**config.mk**
```make
export PLATFORM = sky130hd
export DESIGN_NAME = round_robin_turn_ring_top
export DESIGN_NICKNAME = d
export VERILOG_FILES = /design/src/rrt_pkg.sv /design/src/round_robin_turn_ring_top.sv /design/src/rrt_slot_mem.sv /design/src/rrt_engine.sv
export SDC_FILE = /design/constraint.sdc
export NUM_CORES = 1
export LEC_CHECK = 0
export BUFFER_PORTS_ARGS = -buffer_cell sky130_fd_sc_hd__buf_2
export CORE_ASPECT_RATIO = 2
export CORE_UTILIZATION = 40
export CTS_CLUSTER_DIAMETER = 80
export CTS_CLUSTER_SIZE = 40
export DETAILED_ROUTE_END_ITERATION = 6
export PLACE_DENSITY = 0.67
export SLEW_MARGIN = 15
export SYNTH_ARGS = -nofsm -noshare
export SYNTH_HDL_FRONTEND = slang
export SYNTH_HIERARCHICAL = 1
export SYNTH_SLANG_ARGS = --single-unit
```
**constraint.sdc**
```tcl
create_clock -name clk -period 3.54 [get_ports clk]
set_input_delay 0.531 -clock clk [delete_from_list [all_inputs] [get_ports clk]]
set_output_delay 0.531 -clock clk [all_outputs]
set_load 0.01 [all_outputs]
```
**src/rrt_pkg.sv**
```systemverilog
// Shared types and constants for the round-robin turn ring.
// Holds operation and status codes, sequencer states and the result bundle.
// No dependencies.
package rrt_pkg;

  localparam int ID_W    = 16;
  localparam int OP_W    = 2;
  localparam int STAT_W  = 2;
  localparam int COUNT_W = 5;

  typedef enum logic [OP_W-1:0] {
    OP_ADD     = 2'd0,
    OP_ADVANCE = 2'd1,
    OP_SKIP    = 2'd2,
    OP_REMOVE  = 2'd3
  } op_t;

  typedef enum logic [STAT_W-1:0] {
    ST_OK        = 2'd0,
    ST_EMPTY     = 2'd1,
    ST_NOT_FOUND = 2'd2,
    ST_FULL      = 2'd3
  } status_t;

  typedef enum logic [3:0] {
    S_IDLE,
    S_ADD_SCAN,
    S_ADD_FIX,
    S_TURN_RD,
    S_SKIP_RD,
    S_REM_HEAD,
    S_REM_WALK,
    S_RESULT
  } state_t;

  typedef struct packed {
    logic               done;
    status_t            status;
    logic [ID_W-1:0]    announced_id;
    logic [ID_W-1:0]    following_id;
    logic [COUNT_W-1:0] member_count;
    logic               winner_valid;
    logic [ID_W-1:0]    winner_id;
  } result_t;

endpackage

```
**src/round_robin_turn_ring_top.sv**
```systemverilog
// Top level of the round-robin turn ring.
// Depends on rrt_pkg and rrt_engine (which holds rrt_slot_mem).
//
// Usage:
//   Command channel: drive in_operation and in_player_id with start high;
//   the command transfers at a rising edge where start is high and busy is
//   low. busy stays high until the command has finished.
//   Result channel: each command yields exactly one result, shown on the
//   out_ ports for one cycle with out_valid high. The receiver cannot stall;
//   it must take the result in that cycle.
//   Work per command: advance reads one slot, skip reads two, add scans
//   up to the lowest free slot, remove walks at most the whole ring, and
//   errors go straight to the result.
//   One command is in flight at a time; the next may transfer in the cycle
//   the result is shown. The remove walk and the free-slot scan take one
//   slot per cycle; the walk reads the slots through the single read port.
//   Reset (rst_n low, synchronous) empties the ring and drops any command.
module round_robin_turn_ring_top
  import rrt_pkg::*;
#(
  parameter int MAX_MEMBERS = 16
) (
  input  logic               clk,
  input  logic               rst_n,
  input  logic               start,
  output logic               busy,
  input  logic [OP_W-1:0]    in_operation,
  input  logic [ID_W-1:0]    in_player_id,
  output logic               out_valid,
  output logic [STAT_W-1:0]  out_status,
  output logic [ID_W-1:0]    out_announced_id,
  output logic [ID_W-1:0]    out_following_id,
  output logic [COUNT_W-1:0] out_member_count,
  output logic               out_winner_valid,
  output logic [ID_W-1:0]    out_winner_id
);

  result_t result;
  logic    out_valid_r;
  result_t out_r;

  rrt_engine #(
    .MAX_MEMBERS (MAX_MEMBERS)
  ) u_engine (
    .clk    (clk),
    .rst_n  (rst_n),
    .start  (start),
    .op_in  (in_operation),
    .id_in  (in_player_id),
    .busy   (busy),
    .result (result)
  );

  // Strobe the result for one cycle
  always_ff @(posedge clk) begin
    if (!rst_n) begin
      out_valid_r <= 1'b0;
    end else begin
      out_valid_r <= result.done;
    end
  end

  // Hold the result payload
  always_ff @(posedge clk) begin
    if (result.done) begin
      out_r <= result;
    end
  end

  assign out_valid        = out_valid_r;
  assign out_status       = out_r.status;
  assign out_announced_id = out_r.announced_id;
  assign out_following_id = out_r.following_id;
  assign out_member_count = out_r.member_count;
  assign out_winner_valid = out_r.winner_valid;
  assign out_winner_id    = out_r.winner_id;

`ifndef SYNTHESIS
  a_strobe_single: assert property (@(posedge clk) disable iff (!rst_n)
    out_valid |=> !out_valid)
    else $error("result strobe held longer than one cycle");

  a_accept_busy: assert property (@(posedge clk) disable iff (!rst_n)
    (start && !busy) |=> busy)
    else $error("command transfer did not raise busy");

  a_result_after_work: assert property (@(posedge clk) disable iff (!rst_n)
    out_valid |-> $past(busy))
    else $error("result without a command in flight");
`endif

endmodule

```
**src/rrt_slot_mem.sv**
```systemverilog
// Slot storage for the turn ring: member ID and next-slot link per slot.
// One write port with separate enables, one registered read port.
// Depends on rrt_pkg.
module rrt_slot_mem
  import rrt_pkg::*;
#(
  parameter int MAX_MEMBERS = 16,
  parameter int SW          = (MAX_MEMBERS > 2) ? $clog2(MAX_MEMBERS) : 1
) (
  input  logic            clk,
  input  logic            we_member,
  input  logic            we_link,
  input  logic [SW-1:0]   wr_addr,
  input  logic [ID_W-1:0] wr_member,
  input  logic [SW-1:0]   wr_link,
  input  logic            rd_en,
  input  logic [SW-1:0]   rd_addr,
  output logic [ID_W-1:0] rd_member,
  output logic [SW-1:0]   rd_link
);

  logic [ID_W-1:0] member_mem [MAX_MEMBERS];
  logic [SW-1:0]   link_mem   [MAX_MEMBERS];
  logic [ID_W-1:0] rd_member_r;
  logic [SW-1:0]   rd_link_r;

  // Write the selected fields of one slot
  always_ff @(posedge clk) begin
    if (we_member) begin
      member_mem[wr_addr] <= wr_member;
    end
    if (we_link) begin
      link_mem[wr_addr] <= wr_link;
    end
  end

  // Read one slot; hold the data until the next read
  always_ff @(posedge clk) begin
    if (rd_en) begin
      rd_member_r <= member_mem[rd_addr];
      rd_link_r   <= link_mem[rd_addr];
    end
  end

  assign rd_member = rd_member_r;
  assign rd_link   = rd_link_r;

endmodule

```
**src/rrt_engine.sv**
```systemverilog
// Sequencer and ring state for the turn ring: walks the slot links one
// step per cycle through the shared read port and ID comparator.
// Depends on rrt_pkg and rrt_slot_mem.
module rrt_engine
  import rrt_pkg::*;
#(
  parameter int MAX_MEMBERS = 16,
  parameter int SW          = (MAX_MEMBERS > 2) ? $clog2(MAX_MEMBERS) : 1,
  parameter int CW          = $clog2(MAX_MEMBERS + 1)
) (
  input  logic            clk,
  input  logic            rst_n,
  input  logic            start,
  input  logic [OP_W-1:0] op_in,
  input  logic [ID_W-1:0] id_in,
  output logic            busy,
  output result_t         result
);

  state_t          state_r, state_nxt;
  op_t             op_r, op_nxt;
  logic [ID_W-1:0] id_r, id_nxt;
  status_t         status_r, status_nxt;
  logic [ID_W-1:0] ann_r, ann_nxt;
  logic [ID_W-1:0] fol_r, fol_nxt;
  logic [CW-1:0]   size_r, size_nxt;
  logic [SW-1:0]   newest_r, newest_nxt;
  logic [ID_W-1:0] newest_id_r, newest_id_nxt;
  logic [SW-1:0]   turn_r, turn_nxt;
  logic [SW-1:0]   prev_r, prev_nxt;
  logic [ID_W-1:0] prev_id_r, prev_id_nxt;
  logic [SW-1:0]   cur_r, cur_nxt;
  logic [SW-1:0]   cnt_r, cnt_nxt;
  logic [CW-1:0]   n_r, n_nxt;
  logic [SW-1:0]   free_r, free_nxt;
  logic [MAX_MEMBERS-1:0] in_use_r, in_use_nxt;

  logic            we_member, we_link, rd_en;
  logic [SW-1:0]   wr_addr, wr_link, rd_addr;
  logic [ID_W-1:0] wr_member, rd_member;
  logic [SW-1:0]   rd_link;

  logic accept, ring_empty, ring_full, free_hit, id_hit, walk_last;
  op_t  op_cmd;

  rrt_slot_mem #(
    .MAX_MEMBERS (MAX_MEMBERS),
    .SW          (SW)
  ) u_mem (
    .clk       (clk),
    .we_member (we_member),
    .we_link   (we_link),
    .wr_addr   (wr_addr),
    .wr_member (wr_member),
    .wr_link   (wr_link),
    .rd_en     (rd_en),
    .rd_addr   (rd_addr),
    .rd_member (rd_member),
    .rd_link   (rd_link)
  );

  assign busy       = (state_r != S_IDLE);
  assign accept     = start && !busy;
  assign op_cmd     = op_t'(op_in);
  assign ring_empty = (size_r == '0);
  assign ring_full  = (size_r == CW'(MAX_MEMBERS));
  assign free_hit   = !in_use_r[cnt_r];
  // Shared comparator: slot ID against the requested ID
  assign id_hit     = (rd_member == id_r);
  assign walk_last  = ((n_r + CW'(1)) == size_r);

  // Next state
  always_comb begin
    state_nxt = state_r;
    case (state_r)
      S_IDLE: begin
        if (accept) begin
          case (op_cmd)
            OP_ADD:    state_nxt = ring_full ? S_RESULT : S_ADD_SCAN;
            OP_REMOVE: state_nxt = ring_empty ? S_RESULT : S_REM_HEAD;
            default:   state_nxt = ring_empty ? S_RESULT : S_TURN_RD;
          endcase
        end
      end
      S_ADD_SCAN: begin
        if (free_hit) begin
          state_nxt = ring_empty ? S_RESULT : S_ADD_FIX;
        end
      end
      S_ADD_FIX:  state_nxt = S_RESULT;
      S_TURN_RD:  state_nxt = (op_r == OP_SKIP) ? S_SKIP_RD : S_RESULT;
      S_SKIP_RD:  state_nxt = S_RESULT;
      S_REM_HEAD: state_nxt = S_REM_WALK;
      S_REM_WALK: begin
        if (id_hit || walk_last) begin
          state_nxt = S_RESULT;
        end
      end
      S_RESULT:   state_nxt = S_IDLE;
      default:    state_nxt = S_IDLE;
    endcase
  end

  // Datapath updates and slot memory control
  always_comb begin
    op_nxt        = op_r;
    id_nxt        = id_r;
    status_nxt    = status_r;
    ann_nxt       = ann_r;
    fol_nxt       = fol_r;
    size_nxt      = size_r;
    newest_nxt    = newest_r;
    newest_id_nxt = newest_id_r;
    turn_nxt      = turn_r;
    prev_nxt      = prev_r;
    prev_id_nxt   = prev_id_r;
    cur_nxt       = cur_r;
    cnt_nxt       = cnt_r;
    n_nxt         = n_r;
    free_nxt      = free_r;
    in_use_nxt    = in_use_r;
    we_member     = 1'b0;
    we_link       = 1'b0;
    wr_addr       = '0;
    wr_member     = id_r;
    wr_link       = '0;
    rd_en         = 1'b0;
    rd_addr       = '0;
    case (state_r)
      S_IDLE: begin
        if (accept) begin
          op_nxt     = op_cmd;
          id_nxt     = id_in;
          status_nxt = ST_OK;
          ann_nxt    = '0;
          fol_nxt    = '0;
          case (op_cmd)
            OP_ADD: begin
              if (ring_full) begin
                status_nxt = ST_FULL;
              end else begin
                // fetch the link after the newest member during the scan
                cnt_nxt = '0;
                rd_en   = 1'b1;
                rd_addr = newest_r;
              end
            end
            OP_REMOVE: begin
              if (ring_empty) begin
                status_nxt = ST_EMPTY;
              end else begin
                rd_en       = 1'b1;
                rd_addr     = newest_r;
                prev_nxt    = newest_r;
                prev_id_nxt = newest_id_r;
                n_nxt       = '0;
              end
            end
            default: begin
              if (ring_empty) begin
                status_nxt = ST_EMPTY;
              end else begin
                rd_en   = 1'b1;
                rd_addr = turn_r;
              end
            end
          endcase
        end
      end
      S_ADD_SCAN: begin
        if (free_hit) begin
          // fill the lowest free slot
          we_member         = 1'b1;
          we_link           = 1'b1;
          wr_addr           = cnt_r;
          wr_link           = ring_empty ? cnt_r : rd_link;
          in_use_nxt[cnt_r] = 1'b1;
          if (ring_empty) begin
            turn_nxt      = cnt_r;
            newest_nxt    = cnt_r;
            newest_id_nxt = id_r;
            size_nxt      = size_r + CW'(1);
          end else begin
            free_nxt = cnt_r;
          end
        end else begin
          cnt_nxt = cnt_r + SW'(1);
        end
      end
      S_ADD_FIX: begin
        // link the old newest member to the new slot
        we_link       = 1'b1;
        wr_addr       = newest_r;
        wr_link       = free_r;
        newest_nxt    = free_r;
        newest_id_nxt = id_r;
        size_nxt      = size_r + CW'(1);
      end
      S_TURN_RD: begin
        ann_nxt  = rd_member;
        turn_nxt = rd_link;
        if (op_r == OP_SKIP) begin
          rd_en   = 1'b1;
          rd_addr = rd_link;
        end
      end
      S_SKIP_RD: begin
        fol_nxt  = rd_member;
        turn_nxt = rd_link;
      end
      S_REM_HEAD: begin
        // oldest member follows the newest
        cur_nxt = rd_link;
        rd_en   = 1'b1;
        rd_addr = rd_link;
      end
      S_REM_WALK: begin
        if (id_hit) begin
          in_use_nxt[cur_r] = 1'b0;
          if (size_r == CW'(1)) begin
            size_nxt   = '0;
            newest_nxt = '0;
            turn_nxt   = '0;
          end else begin
            // unlink the matched slot
            we_link = 1'b1;
            wr_addr = prev_r;
            wr_link = rd_link;
            if (cur_r == newest_r) begin
              newest_nxt    = prev_r;
              newest_id_nxt = prev_id_r;
            end
            if (cur_r == turn_r) begin
              turn_nxt = rd_link;
            end
            size_nxt = size_r - CW'(1);
          end
        end else if (walk_last) begin
          status_nxt = ST_NOT_FOUND;
        end else begin
          // advance one slot along the ring
          prev_nxt    = cur_r;
          prev_id_nxt = rd_member;
          cur_nxt     = rd_link;
          n_nxt       = n_r + CW'(1);
          rd_en       = 1'b1;
          rd_addr     = rd_link;
        end
      end
      default: begin
      end
    endcase
  end

  // Control state
  always_ff @(posedge clk) begin
    if (!rst_n) begin
      state_r  <= S_IDLE;
      size_r   <= '0;
      newest_r <= '0;
      turn_r   <= '0;
      in_use_r <= '0;
    end else begin
      state_r  <= state_nxt;
      size_r   <= size_nxt;
      newest_r <= newest_nxt;
      turn_r   <= turn_nxt;
      in_use_r <= in_use_nxt;
    end
  end

  // Payload and walk registers
  always_ff @(posedge clk) begin
    op_r        <= op_nxt;
    id_r        <= id_nxt;
    status_r    <= status_nxt;
    ann_r       <= ann_nxt;
    fol_r       <= fol_nxt;
    newest_id_r <= newest_id_nxt;
    prev_r      <= prev_nxt;
    prev_id_r   <= prev_id_nxt;
    cur_r       <= cur_nxt;
    cnt_r       <= cnt_nxt;
    n_r         <= n_nxt;
    free_r      <= free_nxt;
  end

  // Result bundle, valid in the result state
  always_comb begin
    result.done         = (state_r == S_RESULT);
    result.status       = status_r;
    result.announced_id = ann_r;
    result.following_id = fol_r;
    result.member_count = COUNT_W'(size_r);
    result.winner_valid = (size_r == CW'(1));
    result.winner_id    = (size_r == CW'(1)) ? newest_id_r : '0;
  end

`ifndef SYNTHESIS
  a_size_bound: assert property (@(posedge clk) disable iff (!rst_n)
    size_r <= CW'(MAX_MEMBERS))
    else $error("ring size beyond capacity");

  // The new slot is marked in the scan state, before the fix state counts it in the size
  a_use_count: assert property (@(posedge clk) disable iff (!rst_n)
    (state_r != S_ADD_FIX) |-> ($countones(in_use_r) == int'(size_r)))
    else $error("slot use bits disagree with ring size");

  a_newest_used: assert property (@(posedge clk) disable iff (!rst_n)
    !ring_empty |-> (in_use_r[newest_r] && in_use_r[turn_r]))
    else $error("newest or turn slot not in use");

  a_walk_bound: assert property (@(posedge clk) disable iff (!rst_n)
    (state_r == S_REM_WALK) |-> (n_r < size_r))
    else $error("remove walk ran past the ring");
`endif

endmodule
```
======== Word-level counts from Yosys, hierarchy flattened ========
Memories as Yosys holds them, arrays and structs flattened. A register that Yosys moved wholly into a read port is not among the register bits.
Index checks and enable logic that the tools add are counted.
storage, ports and cells
  register bits ........................... 195
  latch bits .............................. 0
  RAM bits ................................ 320
  bits in read-only memories .............. 0
  logic and storage cells ................. 215
  memories kept ........................... 2
cells by class
  add/sub/neg operators ................... 4
  multiply operators ...................... 0
  div/mod/pow operators ................... 0
  magnitude comparators ................... 4
  eq/ne operators ......................... 32
  shifts and indexed selects .............. 0
  multiplexer cells ....................... 111
  bitwise gates (word level) .............. 5
  reduce and logical (&&, ||, !) cells .... 33
memories
  name                       words  width  read ports  clocked after Yosys merged registers in  wr ports  RTL line            RTL
  u_engine.u_mem.member_mem  16     16     1           1                                        1         rrt_slot_mem.sv:22  logic [ID_W-1:0] member_mem [MAX_MEMBERS];
  u_engine.u_mem.link_mem    16     4      1           1                                        1         rrt_slot_mem.sv:23  logic [SW-1:0] link_mem [MAX_MEMBERS];
operator list
  cell                 count
  $mux 16              13
  $mux 4               36
  $pmux 16 s2          4
  $pmux 16 s3          1
  $pmux 4 s3           4
  $mux 5               9
  $pmux 4 s2           5
  $pmux 4 s6           1
  $mux 1               19
  $ne 2x1->1 const B   9
  $and 16x16->16       1
  $eq 16x16->1         1
  $eq 4x3->1 const B   4
  $not 16->16          1
  $or 16x16->16        1
  $pmux 4 s4           1
  $pmux 5 s3           1
  $reduce_and 5->1     3
  $mux 2               7
  $ne 2x2->1 const B   6
  $reduce_and 3->1     4
  $reduce_and 6->1     2
  $reduce_bool 2->1    6
  $add 5x1->5 const B  2
  other kinds (31)     48

======== Logic depth before layout (Yosys ltp) ========
  depth after elaboration ................. 8
  gate-level depth with buffers ........... 13
  mapped depth without buffers ............ 11

======== Modules after synthesis ========
The synthesis kept the hierarchy.
modules (own cells, without submodules)
  module                     times used  cells an instance  area each (sq um)  sequential area each (sq um)
  rrt_slot_mem               1           557                12832.3            10209.8
  rrt_engine                 1           680                6971.7             3793.6
  round_robin_turn_ring_top  1           58                 1707.9             1701.6

======== Worst setup path before layout ========
Ideal clock, no wire load.
  kind .................................... register to register
  from .................................... register u_engine.cnt_r[2]
  to ...................................... memory u_engine.u_mem.member_mem[1][0] (enable)
  setup time .............................. 388 ps
  data arrival time ....................... 2881 ps
  required time ........................... 3152 ps
  path slack .............................. 271 ps
  stages on the path, launching flop included .. 10
  period minus slack after synthesis ...... 3269 ps
  cell sequence ........................... edfxtp_1 -> buf_6 -> mux2i_1 -> a22o_1 -> o211a_2 -> nand2b_1 -> nand2_1 -> nand3_1 -> or3b_2 -> nor2_1
on the way
  longest elaborated chain between the ends .. 6
ends and longest elaborated chain
  what                          RTL line            RTL
  start: declaration            rrt_engine.sv:33    logic [SW-1:0] cnt_r, cnt_nxt;
  start signal: assignment      rrt_engine.sv:283   cnt_r <= cnt_nxt;
  $bmux 1 s4                    rrt_engine.sv:67    assign free_hit = !in_use_r[cnt_r];
  $mux 1 (implied by the code)  rrt_engine.sv:67
  $mux 1                        rrt_engine.sv:171   if (free_hit) begin
  $mux 1                        rrt_engine.sv:129   case (state_r)
  via u_engine.we_member        rrt_engine.sv:38    logic we_member, we_link, rd_en;
  $mux 1                        rrt_slot_mem.sv:29  if (we_member) begin
  $mux 1 (implied by the code)  rrt_slot_mem.sv:30  member_mem[wr_addr] <= wr_member;
  end: declaration              rrt_slot_mem.sv:22
The timed path passes the listed nets, and every way through them passes these cells. The select of a mux whose other input is x is not followed.

======== Worst setup path after layout ========
  from .................................... register u_engine.size_r[0]
  to ...................................... register u_engine.u_mem.rd_member_r[9], in the netlist u_engine/u_mem/rd_member[9], read port of u_engine.u_mem.member_mem, data pin
on the way
  longest elaborated chain between the ends .. 5
ends and longest elaborated chain
  what                                           RTL line                                                 RTL
  start: declaration                             rrt_engine.sv:26                                         logic [CW-1:0] size_r, size_nxt;
  start signal: assignment                       rrt_engine.sv:265                                        size_r <= size_nxt;
  $eq 5x5->1 or $logic_not 5->1 (tied branches)  rrt_engine.sv:66, rrt_engine.sv:65
  $mux 4, on equally long branches               rrt_engine.sv:139, rrt_engine.sv:149, rrt_engine.sv:160
  $pmux 4 s2                                     rrt_engine.sv:137                                        case (op_cmd)
  $mux 4                                         rrt_engine.sv:131                                        if (accept) begin
  $pmux 4 s4 *                                   rrt_engine.sv:129
  via u_engine.rd_addr[0]                        rrt_engine.sv:39                                         logic [SW-1:0] wr_addr, wr_link, rd_addr;
  end: declaration                               rrt_slot_mem.sv:24                                       logic [ID_W-1:0] rd_member_r;
The timed path passes the listed nets; every way through them passes the cells marked *.
A chain may end at the register's enable or synchronous reset.

==> results.ini <==
[run_status]
status=finished, violations left
violations=DRC

[floorplan]
start_util=0.407
die_x_um=166
io-pin-count=79
core-area_um2=52900
rows=119
die_h_um=330
dieArea_um2=54800

[place]
portBuffers=78
gp_congestion=0.908
place_hpwl_um=32800

[setup_path]
cp.arrival_ns=3.65
worst_ep_required_time_ns=3.88
critPathCaptureType=flip-flop
crit_chain=inv_1, ha_1, nor3b_1, nand2_1, a21oi_1, nor4_2, a32oi_1, o21ai_4, buf_12, mux4_1, a22oi_1, nand2_1
cp_common_cell=nand2_1
max_stage_delay_ns=0.60
cp-start-kind=flip-flop
slowest_stage=mux4_1
critPathKind=reg -> reg
worstPathMaxFanout=29

[synthesis]
synth_seq_area_share=0.730
netlist_top_cells_area=edfxtp_1, mux4_2, nand2_1
synth_top_area_share=0.699
synth_top_flop_cell=edfxtp_1
yosys_register_bits=534
syn_area_um2=21500
synth_top_cell_by_area=edfxtp_1
syn_inst=1295
synth-async-reset-ratio=0
ys_warn_count=6
syn_nets=1327
ys_types=58
avgSynthCellArea_um2=16.6
synth-edff-count=501

[timing]
tightest_slew_ns=0.952
hold_viol_final=0
clock.fmax_mhz=302
min_period_over_period=0.936
min_period_ns=3.31
setup_viol=0
fin_skew_ns=0.0342
rsz0062_at_grt=no
tns_ns=0
drv_slew=0
slew-limit-headroom=0.363

[power]
pwr-share-seq=0.548
total_leakage_power_nw=8.05
p_int_mw=10.9
p_comb_frac=0.280
switchingPower_mw=4.96
swShare=0.313
pwr-share-clk=0.172
vdd.ir_drop.worst_mv=0.306
p_per_area_nw_per_um2=659

[clocking]
cts-root-buf=clkbuf_16
cts_hold_buf=0
worstSkewPairLatency_ns=0.58
htree_levels=1
cts.sinks=534
cts_tree=built
cts_buffers=17
clk_pin_slew_ns=0.14
clk_path_buf_depth=3

[finish]
fin_util=0.455
mostFrequentLayoutCells=edfxtp_1, nand2_1, buf_2, buf_4, mux4_2
syn_to_final_growth_pct=11.7
fillCellCount=4473
fin_nets=1455
mostFrequentLayoutCell=edfxtp_1
drive_gt1_frac=0.198
n_antenna_cell=0

[global_routing]
grt_usage=0.174
grt_pass1_vias=12000
grt_max_degree=53
grt_pass1_wl_um=72400
grt-ovfl-total=0
antenna_found_initial=0

[drt]
drt-initial-drc-count=1118
post_drt_wl_per_cell_um=22.5
dr_total_vias=11700
drc=15
drtAntennaViolNets=0
firstDrtPassIters=7
routed_wirelength_um=47200
drt-vias-per-instance=5.57

[job]
maxCapViolCount=0

[hold_path]
hp-class=in -> reg

## power by group through the flow
stage          Clock [mW]  Combinational [mW]  Sequential, mW
2_1_floorplan           0                2.85            8.68
3_3_place_gp            0                4.34            8.80
3_5_place_dp            0                4.43            8.83
4_1_cts              2.81                4.46            8.68
5_1_grt              2.99                4.79            8.75
6_report             2.73                4.44            8.68
## kinds of logic after synthesis
family / share of synthesized area
flip-flops: 0.730
XOR/XNOR: 0.0162
AND/OR/NAND/NOR: 0.0856
multiplexers: 0.0974
buffers and inverters: 0.0181
adder cells (fa/ha/maj): 0.00640
AO/OA/AOI/OAI: 0.0464
## worst paths after layout
check | cells after the start | slack (ns) | startpoint | to
max | 12 | 0.23 | u_engine/size_r[0] | u_engine/u_mem/rd_member[9]
min | 1 | 0.12 | in_player_id[8] | u_engine/id_r[8]
max reg2reg | 12 | 0.23 | u_engine/size_r[0] | u_engine/u_mem/rd_member[9]
min reg2reg | 0 | 0.44 | u_engine/fol_r[6] | out_following_id[6]
## metal layers
layer	routed length (µm)	global-route usage	vias up
li1	-	-	5251
met1	17600	0.200	5968
met2	26100	0.334	396
met3	2230	0.0187	74
met4	1370	0.0599	0
met5	0	0	-
## synth_stat cells, types with 14 or more instances
cell type and number:
inv_1 16, xor2_1 22, nor2_1 67, a22oi_1 42, and2_1 42, nand2_1 185
mux4_1 16, edfxtp_1 501, nand3_1 20, xnor2_1 15, o21ai_0 30, a32o_1 14
and3_1 18, clkbuf_1 47, dfxtp_1 33, mux4_2 69
## what timing repair did
item,4_1_cts,5_1_grt
cloned,0,0
buffers inserted,1,0
gates resized for setup,1,2
endpoints found under the setup margin,44,5
## worst max-delay path: cells and delay by family, from the launching register on
kind                     cells  cell delay, ns
AND/OR/NAND/NOR              4            0.66
AO/OA/AOI/OAI                4            0.66
multiplexers                 1            0.60
flip-flops                   1            0.48
buffers and inverters        2            0.42
adder cells (fa/ha/maj)      1            0.23
## per-stage QoR
step	area [µm²]	hold slack, ns	cells	power, mW	setup WS (ns)
final	24000	0.122	2097	15.8	0.226
after global routing	24000	0.0924	2097	16.5	0.0526
after CTS	24000	0.101	2097	16.0	0.130
after detailed placement	23500	0.405	2068	13.3	-0.156
after global placement	23500	0.404	2068	13.1	-0.121
after floorplan	21500	0.400	1295	11.5	0.271
## final cells by class
| cell class | instances | area, µm² | share of cell area |
|---|---|---|---|
| Clock buffer | 24 | 452 | 0.0188 |
| Clock inverter | 4 | 40.0 | 0.00167 |
| Inverter | 18 | 67.6 | 0.00281 |
| Multi-Input combinational cell | 675 | 5470 | 0.228 |
| Sequential cell | 534 | 15700 | 0.654 |
| Tap cell | 665 | 832 | 0.0346 |
| Timing Repair Buffer | 177 | 1460 | 0.0609 |
## sequential cells by signal, summed over array words and instances (netlist names), 16 cells and up
name / flops
u_engine/newest_id_r: 16
out_following_id: 16
u_engine/u_mem/member_mem: 256
u_engine/u_mem/rd_member: 16
out_announced_id: 16
u_engine/u_mem/link_mem: 64
u_engine/in_use_r: 16
u_engine/fol_r: 16
u_engine/id_r: 16
out_winner_id: 16
u_engine/ann_r: 16
u_engine/prev_id_r: 16
(Power assumes the default switching activity.)
